==> config.mk <==
export PLATFORM = sky130hd
export DESIGN_NAME = four_channel_pwm_with_byte_commands
export DESIGN_NICKNAME = d
export VERILOG_FILES = /design/src/sv/fcpwm_pkg.sv /design/src/sv/four_channel_pwm_with_byte_commands.sv /design/src/sv/fcpwm_cmd.sv /design/src/sv/fcpwm_drive.sv
export SDC_FILE = /design/constraint.sdc
export NUM_CORES = 1
export LEC_CHECK = 0
export BUFFER_PORTS_ARGS = -buffer_cell sky130_fd_sc_hd__buf_2
export CAP_MARGIN = 10
export CORE_ASPECT_RATIO = 1.4
export CORE_MARGIN = 2
export CORE_UTILIZATION = 49
export CTS_BUF_LIST = sky130_fd_sc_hd__clkbuf_4 sky130_fd_sc_hd__clkbuf_8
export DETAILED_ROUTE_END_ITERATION = 6
export PLACE_DENSITY = 0.66
export RECOVER_POWER = 100
export SLEW_MARGIN = 20
export SYNTH_ARGS = -nofsm -noshare
export SYNTH_HDL_FRONTEND = slang
export SYNTH_SLANG_ARGS = --single-unit
==> constraint.sdc <==
create_clock -name clk -period 7.04 [get_ports clk]
set_clock_uncertainty 0.05 [all_clocks]
set_input_delay 0 -clock clk [delete_from_list [all_inputs] [get_ports clk]]
set_output_delay 0 -clock clk [all_outputs]
set_load 0.005 [all_outputs]
==> src/sv/fcpwm_pkg.sv <==
package fcpwm_pkg;

    localparam int PERIOD_TICKS = 1025;
    localparam int CHANNELS     = 4;
    localparam int NUM_SLOTS    = 4;
    localparam int PHASE_W      = 11;
    localparam int DUTY_W       = 10;
    localparam int BYTE_W       = 8;
    localparam int HIGH_BIT     = 7;
    localparam int ID_LSB       = 5;
    localparam int ID_W         = 2;
    localparam int VALUE_W      = 5;

    typedef logic [PHASE_W-1:0] phase_t;
    typedef logic [DUTY_W-1:0]  duty_t;
    typedef logic [BYTE_W-1:0]  byte_t;
    typedef logic [ID_W-1:0]    chan_id_t;

    localparam duty_t DUTY_RESET = duty_t'(800);
    localparam logic [PHASE_W:0] PERIOD_END = (PHASE_W + 1)'(PERIOD_TICKS);
    localparam logic [ID_W:0] CHANNEL_COUNT = (ID_W + 1)'(CHANNELS);

    typedef enum logic
    {
        OP_TICK = 1'b0,
        OP_BYTE = 1'b1
    } op_t;

    typedef enum logic [1:0]
    {
        STATUS_NONE     = 2'd0,
        STATUS_UPDATED  = 2'd1,
        STATUS_REJECTED = 2'd2
    } status_t;

    typedef struct packed
    {
        op_t   op;
        byte_t data;
    } item_t;

    typedef duty_t [NUM_SLOTS-1:0] duty_arr_t;

    typedef struct packed
    {
        duty_arr_t duty;
        status_t   status;
    } cmd_result_t;

endpackage

==> src/sv/four_channel_pwm_with_byte_commands.sv <==
// Four-channel PWM from one shared phase counter, one result beat per input beat. An input
// beat with s_tuser[0] low is a timer tick that advances the phase (wrapping at the period end);
// with s_tuser[0] high, s_tdata is a serial byte: a low byte (bit 7 clear) and a following
// high byte (bit 7 set) with equal channel ids in bits 6:5 load a 10-bit duty. Each result
// carries the four output levels after the beat and whether a command completed. The block
// takes one beat per clock cycle while m_tready keeps the results flowing; a beat passes through
// an input register and then a result register on its way to m_tdata, and the result register
// lets the next beat enter while a result is still waiting on m_tready.
module four_channel_pwm_with_byte_commands
(
    input  logic       clk,
    input  logic       rst_n,
    input  logic       s_tvalid,
    output logic       s_tready,
    input  logic [7:0] s_tdata,   // [7:0] byte_in
    input  logic [0:0] s_tuser,   // [0] operation
    output logic       m_tvalid,
    input  logic       m_tready,
    output logic [7:0] m_tdata    // [3:0] drive, [5:4] command_status, [7:6] zero
);

    logic                            in_valid_reg;
    logic                            in_valid_next;
    fcpwm_pkg::item_t                in_item_reg;
    fcpwm_pkg::item_t                in_item_next;
    logic                            out_valid_reg;
    logic                            out_valid_next;
    logic [fcpwm_pkg::NUM_SLOTS-1:0] out_drive_reg;
    logic [fcpwm_pkg::NUM_SLOTS-1:0] out_drive_next;
    fcpwm_pkg::status_t              out_status_reg;
    fcpwm_pkg::status_t              out_status_next;
    logic                            out_free;
    logic                            step;
    fcpwm_pkg::cmd_result_t          cmd_result;
    logic [fcpwm_pkg::NUM_SLOTS-1:0] drive_next;

    assign out_free = !out_valid_reg || m_tready;
    assign step     = in_valid_reg && out_free;
    assign s_tready = !in_valid_reg || out_free;

    fcpwm_cmd u_cmd
    (
        .clk    (clk),
        .rst_n  (rst_n),
        .step   (step),
        .item   (in_item_reg),
        .result (cmd_result)
    );

    fcpwm_drive u_drive
    (
        .clk        (clk),
        .rst_n      (rst_n),
        .step       (step),
        .op         (in_item_reg.op),
        .duty       (cmd_result.duty),
        .drive_next (drive_next)
    );

    always_comb
    begin
        in_valid_next      = s_tready ? s_tvalid : in_valid_reg;
        in_item_next.op    = fcpwm_pkg::op_t'(s_tuser[0]);
        in_item_next.data  = s_tdata;
        out_valid_next     = out_free ? step : out_valid_reg;
        out_drive_next     = drive_next;
        out_status_next    = cmd_result.status;
    end

    always_ff @(posedge clk or negedge rst_n)
    begin
        if (!rst_n)
        begin
            in_valid_reg  <= 1'b0;
            out_valid_reg <= 1'b0;
        end
        else
        begin
            in_valid_reg  <= in_valid_next;
            out_valid_reg <= out_valid_next;
        end
    end

    always_ff @(posedge clk)
    begin
        if (s_tvalid && s_tready)
        begin
            in_item_reg <= in_item_next;
        end
        if (step)
        begin
            out_drive_reg  <= out_drive_next;
            out_status_reg <= out_status_next;
        end
    end

    assign m_tvalid = out_valid_reg;
    assign m_tdata  = {2'b00, out_status_reg, out_drive_reg};

endmodule

==> src/sv/fcpwm_cmd.sv <==
module fcpwm_cmd
(
    input  logic                  clk,
    input  logic                  rst_n,
    input  logic                  step,
    input  fcpwm_pkg::item_t      item,
    output fcpwm_pkg::cmd_result_t result
);

    fcpwm_pkg::byte_t     staged_low_reg;
    fcpwm_pkg::byte_t     staged_low_next;
    fcpwm_pkg::byte_t     staged_high_reg;
    fcpwm_pkg::byte_t     staged_high_next;
    fcpwm_pkg::duty_arr_t duty_reg;
    fcpwm_pkg::duty_arr_t duty_next;
    fcpwm_pkg::status_t   status;
    fcpwm_pkg::chan_id_t  id_lo;
    fcpwm_pkg::chan_id_t  id_hi;

    always_comb
    begin
        staged_low_next  = staged_low_reg;
        staged_high_next = staged_high_reg;
        duty_next        = duty_reg;
        status           = fcpwm_pkg::STATUS_NONE;
        if (item.op == fcpwm_pkg::OP_BYTE)
        begin
            if (item.data[fcpwm_pkg::HIGH_BIT])
            begin
                // a high byte only counts once a low byte is waiting
                if (staged_low_reg != '0)
                begin
                    staged_high_next = item.data;
                end
            end
            else
            begin
                staged_low_next = item.data;
            end
        end
        id_lo = staged_low_next[fcpwm_pkg::ID_LSB +: fcpwm_pkg::ID_W];
        id_hi = staged_high_next[fcpwm_pkg::ID_LSB +: fcpwm_pkg::ID_W];
        if (item.op == fcpwm_pkg::OP_BYTE && staged_low_next != '0 && staged_high_next != '0)
        begin
            if (id_lo == id_hi && {1'b0, id_lo} < fcpwm_pkg::CHANNEL_COUNT)
            begin
                duty_next[id_lo] = {staged_high_next[fcpwm_pkg::VALUE_W-1:0],
                                    staged_low_next[fcpwm_pkg::VALUE_W-1:0]};
                status = fcpwm_pkg::STATUS_UPDATED;
            end
            else
            begin
                status = fcpwm_pkg::STATUS_REJECTED;
            end
            staged_low_next  = '0;
            staged_high_next = '0;
        end
    end

    always_ff @(posedge clk or negedge rst_n)
    begin
        if (!rst_n)
        begin
            staged_low_reg  <= '0;
            staged_high_reg <= '0;
            duty_reg        <= {fcpwm_pkg::NUM_SLOTS{fcpwm_pkg::DUTY_RESET}};
        end
        else if (step)
        begin
            staged_low_reg  <= staged_low_next;
            staged_high_reg <= staged_high_next;
            duty_reg        <= duty_next;
        end
    end

    assign result.duty   = duty_next;
    assign result.status = status;

endmodule

==> src/sv/fcpwm_drive.sv <==
module fcpwm_drive
(
    input  logic                        clk,
    input  logic                        rst_n,
    input  logic                        step,
    input  fcpwm_pkg::op_t              op,
    input  fcpwm_pkg::duty_arr_t        duty,
    output logic [fcpwm_pkg::NUM_SLOTS-1:0] drive_next
);

    fcpwm_pkg::phase_t                phase_reg;
    fcpwm_pkg::phase_t                phase_next;
    logic [fcpwm_pkg::PHASE_W:0]      phase_sum;
    logic [fcpwm_pkg::NUM_SLOTS-1:0]  drive_level_reg;

    assign phase_sum = {1'b0, phase_reg} + (fcpwm_pkg::PHASE_W + 1)'(1);

    always_comb
    begin
        phase_next = phase_reg;
        if (op == fcpwm_pkg::OP_TICK)
        begin
            if (phase_sum >= fcpwm_pkg::PERIOD_END)
            begin
                phase_next = '0;
            end
            else
            begin
                phase_next = phase_sum[fcpwm_pkg::PHASE_W-1:0];
            end
        end
    end

    // equal phase and duty keeps the previous level
    always_comb
    begin
        drive_next = drive_level_reg;
        for (int ch = 0; ch < fcpwm_pkg::NUM_SLOTS; ch++)
        begin
            if (ch >= fcpwm_pkg::CHANNELS)
            begin
                drive_next[ch] = 1'b0;
            end
            else if (phase_next > {1'b0, duty[ch]})
            begin
                drive_next[ch] = 1'b0;
            end
            else if (phase_next < {1'b0, duty[ch]})
            begin
                drive_next[ch] = 1'b1;
            end
        end
    end

    always_ff @(posedge clk or negedge rst_n)
    begin
        if (!rst_n)
        begin
            phase_reg       <= '0;
            drive_level_reg <= '0;
        end
        else if (step)
        begin
            phase_reg       <= phase_next;
            drive_level_reg <= drive_next;
        end
    end

endmodule

; ---- Word-level counts from Yosys, hierarchy flattened
; Cells that the tools add are included.
[totals]
in_bits = 13
elab_cells = 62
register_bits = 88
output_inout_bits = 10
[classes]
mux = 23
n_lt_le_gt_ge = 11
n_eq_ne = 1
n_addsub = 1
reduce_logical = 12
[ops]
columns = op, count
row1 = 40-bit 2-to-1 mux, 2
row2 = 8-bit 2-to-1 mux, 7
row3 = 11-bit by 10-bit greater-than comparator with 1-bit output, 4
row4 = 11-bit by 10-bit < comparator with 1-bit output, 4
row5 = 40-bit bitwise mux, 1
row6 = 8-bit nonzero test, 3
row7 = 11-bit 2-to-1 mux, 2
row8 = 10-bit demux with 2-bit select, 1
row9 = "11-bit by 1-bit adder with 12-bit output, second input constant", 1
row10 = "12-bit by 11-bit greater-or-equal comparator with 1-bit output, second input constant", 1
row11 = 10-bit 2-to-1 mux, 1
row12 = 1-bit 2-to-1 mux, 8
row13 = 1-bit logical AND, 5
row14 = "2-bit by 3-bit < comparator with 1-bit output, second input constant", 1
row15 = 2-bit equality test, 1
row16 = "2-bit by 1-bit greater-or-equal comparator with 1-bit output, second input constant", 1
row17 = 1-bit logical NOT, 2
row18 = 1-bit logical OR, 2
row19 = 2-bit 2-to-1 mux, 1

; ---- Depth between registers and ports, before layout
[logic_depth]
ltp_word = 12
depth_mapped = 16

; ---- By module
; A second synthesis with hierarchy kept.
[hier_totals]
cells_unflattened = 593
hier_area_um2 = 6060.8
[by_module_without_submodules]
columns = module, cells_per_inst, area_each_um2, instances, seq_area_each_um2
row1 = fcpwm_cmd, 262, 3110.5, 1, 1416.4
row2 = fcpwm_drive, 305, 2377.3, 1, 375.4
row3 = four_channel_pwm_with_byte_commands, 26, 573.0, 1, 500.5

; ---- Worst setup path before layout
; OpenSTA, ideal clock, no wires.
[synth_timing]
kind = reg2reg
startpoint = register u_drive.phase_reg[1]
endpoint = register u_drive.drive_level_reg[0] (netlist bit)
setup_time_ns = 0.083
arrival_ns = 3.323
setup_slack_ns = 3.585
required_time_ns = 6.907
synth_period_minus_slack_ns = 3.455
path_stages_with_launch = 16
n_path_buf = 1
cell_sequence = dfrtp_1 ha_1 clkbuf_1 and2_1 a31oi_1 a31oi_1 o211a_2 nor2_1 o41ai_1 ha_1 a211o_1 a21oi_1 a311oi_1 a211oi_1 nor2_1 o21ai_0
[synth_between]
elab_chain_cells = 7
word_cells_on_any_way = 8
[synth_lines]
columns = element, line
row1 = "start, declared", fcpwm_drive.sv:11  ; fcpwm_pkg::phase_t phase_reg;
row2 = "start signal, assigned", fcpwm_drive.sv:64  ; phase_reg <= phase_next;
row3 = 11-bit by 1-bit adder with 12-bit output, fcpwm_drive.sv:16  ; assign phase_sum = {1'b0, phase_reg} + (fcpwm_pkg::PHASE_W + 1)'(1);
row4 = 12-bit by 11-bit greater-or-equal comparator with 1-bit output, fcpwm_drive.sv:23  ; if (phase_sum >= fcpwm_pkg::PERIOD_END)
row5 = 11-bit 2-to-1 mux, fcpwm_drive.sv:23
row6 = 11-bit 2-to-1 mux *, fcpwm_drive.sv:21  ; if (op == fcpwm_pkg::OP_TICK)
row7 = 11-bit by 10-bit < comparator with 1-bit output, fcpwm_drive.sv:48  ; else if (phase_next < {1'b0, duty[ch]})
row8 = 1-bit 2-to-1 mux, fcpwm_drive.sv:48
row9 = 1-bit 2-to-1 mux *, fcpwm_drive.sv:44  ; else if (phase_next > {1'b0, duty[ch]})
row10 = "end signal, assigned", fcpwm_drive.sv:65  ; drive_level_reg <= drive_next;
row11 = "end, declared", fcpwm_drive.sv:14  ; logic [fcpwm_pkg::NUM_SLOTS-1:0] drive_level_reg;
; Every way passes the cells marked *; elsewhere a longest branch is shown, timed or not.
; A chain may end at the register's enable or synchronous reset.

==> impl_metrics.csv <==
group,metric,value,unit
run_status,outcome,"finished with violations",
run_status,failed_checks,"max-capacitance violations, max-slew violations",
critical_path,r2r_setup_slack,1.69,ns
critical_path,worst_r2r_endpoint,"out_drive_reg[2]$_DFFE_PP_",
detailed_routing,drt_iter0_markers,239,
detailed_routing,ant_nets,0,
yosys,ys_ff_latch,88,
layout,largest_register_ffs,40,
clock_network,clkLatencyLatePin,0.37,ns
layout,multi_input_area,0.00317,mm^2
die,io_pins,23,
grt,use_met2,44.2,%
critical_path,crit_start,"in_item_reg[8]$_DFFE_PP_",
layout,nets,617,
place,hpwlAfterDp,10100,um
power_and_ir_drop,peakVddDrop,178,uV
place,place.gp.congestion,0.934,
yosys,avgSynthCellArea,10.6,um^2
yosys,synth_area_leaders,"dfrtp_1, ha_1, edfxtp_1",
detailed_routing,num_vias,4247,
critical_path,path_class,"flip-flop to flip-flop",
grt,grt_max_degree,74,
critical_path,cp_common_cell,"nor2_1",
sta,finalHoldViolCount,0,
power_and_ir_drop,p_clk_share,16.4,%
yosys,seq_area_frac_synth,40.8,%
yosys,syn_inst,531,
hold_path,hp-class,"input pin to flip-flop",
clock_network,cts.sinks,88,
grt,antenna_found_initial,0,
yosys,synth.most_common_cell,"dfrtp_1",
layout,drive_gt1_share,12.9,%
yosys,synth_edf_count,15,
power_and_ir_drop,powerDensity,345,mW/mm^2
clock_network,root_buffer,"clkbuf_8",
grt,grt_pass1_wl,22800,um
sta,setup_viol,0,
grt,use_met3,3.38,%
detailed_routing,drc,0,
power_and_ir_drop,combPwrFrac,46.4,%
clock_network,post_cts_buffers,0,
detailed_routing,drt-wirelength-per-cell,19.6,um
clock_network,cts-buffers-inserted,9,
yosys,synth_area,0.00562,mm^2
clock_network,tritoncts,"built",
sta,hold_slack,0.278,ns
sta,maxSlewHeadroom,-166,%
critical_path,r2r_start,"in_item_reg[8]$_DFFE_PP_",
critical_path,critPathMaxStageDelay,0.94,ns
power_and_ir_drop,p_switching,0.000888,W
sta,max_clock_freq,187,MHz
critical_path,critPathMaxFanout,20,
layout,area_delta_synth_final,8.46,%
die,dieWidth,94.5,um
layout,n_fill_cell,1035,
critical_path,crit_path_end,"out_drive_reg[2]$_DFFE_PP_",
critical_path,cp-end-kind,"flip-flop",
sta,post-route-min-period,5.35,ns
critical_path,cp.arrival,5.41,ns
critical_path,cp_slowest_cell,"a21oi_1",
critical_path,crit_chain,"nand2_1, a21oi_1, nor2_1, nor2_1, nand4_1, mux2_1, ha_1, nor2b_1, o2111ai_1, a311oi_1, a211oi_1, nor2_1, nor2_1",
die,rows,46,
flow_run,maxCapViolCount,1,
sta,fin_setup_tns,0,ns
yosys,ys_warn_count,0,
layout,antennaDiodeCount,0,
grt,grt_util_met1,28.7,%
detailed_routing,vias_per_cell,5.98,
die,core,0.0113,mm^2
power_and_ir_drop,switching_share,42.2,%
clock_network,clock_path_buffers,2,
die,dieArea,0.0124,mm^2
grt,busiest_layer,"met2",
yosys,synth_flop_cell,"dfrtp_1",
grt,grtUsageTotal,24.5,%
sta,tightest_slew,3.99,ns
power_and_ir_drop,p_leak,2.88,nW
critical_path,rr_worst_depth,13,
clock_network,cts_max_level,3,
yosys,synth_top_cell_area_share,27.2,%
detailed_routing,first_pass_iters,4,
critical_path,worst_setup_path_start_kind,"flip-flop",
sta,rsz0062_at_grt,"false",
power_and_ir_drop,seq_power_share,37.2,%
layout,area.sequential,0.00229,mm^2
place,io_buffers,20,
sta,slew_viol_final,74,
power_and_ir_drop,p_int,0.00121,W
hold_path,min_from,"s_tdata[5]",
yosys,synthTopCellsByCount,"dfrtp_1, nand2_1, ha_1, mux2i_1, mux2_1",
yosys,synth.distinct_cells,61,
grt,grt-ovfl-total,0,
die,die_h,131,um
die,initial_core_util,49.8,%
yosys,synthArstFlopShare,83.0,%
critical_path,required,7.10,ns
detailed_routing,wirelength,13900,um
yosys,synth_top_cell_by_area,"dfrtp_1",
sta,finalCritPeriodShare,76.0,%
grt,grt_pass1_vias,4412,
clock_network,clk_pin_slew_worst_paths,0.10,ns
-- cell type report --
cell class              instances  area share (%)
repair buffers                 37            4.17
flip-flops and latches         88            37.6
well taps                     144            2.96
inverters                       4           0.246
multi-input cells             421            52.0
clock buffers                   9            2.03
clock inverters                 7           0.985
-- per-layer routing --
metal / up-vias / share of wire, %
met2: 92 / 52
li1: 2046 / -
met4: 0 / 4.4
met1: 2068 / 41
met3: 41 / 2.1
met5: - / 0
-- worst min path at each step --
stage	to	slack [ns]	depth (start not counted)
after floorplan	async pin	-0.35	0
after global placement	in_item_reg[6]$_DFFE_PP_	0.13	1
after detailed placement	in_item_reg[1]$_DFFE_PP_	0.13	1
after CTS	in_item_reg[8]$_DFFE_PP_	0.26	2
after global routing	in_item_reg[8]$_DFFE_PP_	0.29	2
final	in_item_reg[5]$_DFFE_PP_	0.28	2
-- logic make-up after synthesis --
logic type / Yosys count / synth area share, %
mux: 95 / 18.1
simple gates: 179 / 16.8
fa+ha+maj: 43 / 9.57
flops: 88 / 40.8
other cells: 1 / 0.0667
compound gates: 99 / 12.0
xor+xnor: 3 / 0.735
buf+inv: 23 / 1.94
-- through the flow --
stage / worst slack (ns) / total power (W) / instances / utilization [%] / instance area [um^2]
finish: 1.69 / 0.00210 / 710 / 54.0 / 6090
detailed placement: 2.47 / 0.00178 / 681 / 51.8 / 5840
global placement: 2.48 / 0.00175 / 681 / 51.8 / 5840
floorplan: 3.58 / 0.00148 / 532 / - / 5620
global route: 1.29 / 0.00226 / 710 / 54.0 / 6090
CTS: 2.44 / 0.00213 / 710 / 54.6 / 6160
-- layout by cell type (no fill, tap or decap), drive strengths merged, types with 9 or more instances in the layout --
cell	count
nor2	32
dlygate4sd3	13
nand4	10
nor2b	11
edfxtp	15
mux2	54
dfrtp	61
a21oi	19
clkbuf	13
inv	9
ha	43
buf	20
nand2	52
nand3	25
o21ai	27
dfstp	12
mux2i	41
nor3	15
-- worst max-delay path, delay by kind of cell (launching register included) --
family | cells | cell delay [ns]
and+or+nand+nor | 7 | 2.04
DFF | 1 | 0.85
muxes | 1 | 0.54
adders and majority gates | 1 | 0.18
AOI/OAI and AO/OA | 4 | 1.41
-- repair_timing --
item / in CTS / in global routing
endpoints found under the hold margin: 72 / 0
gates resized for setup: 0 / 0
hold buffers: 13 / 0
-- power groups by stage --
stage	Clock (W)	Sequential (W)	Combinational [W]
6_report	0.000345	0.000782	0.000975
5_1_grt	0.000375	0.000800	0.00108
4_1_cts	0.000353	0.000780	0.000999
3_5_place_dp	0	0.000790	0.000991
3_3_place_gp	0	0.000785	0.000963
2_1_floorplan	0	0.000746	0.000739
No activity file was read; power rests on OpenSTA's default activity.
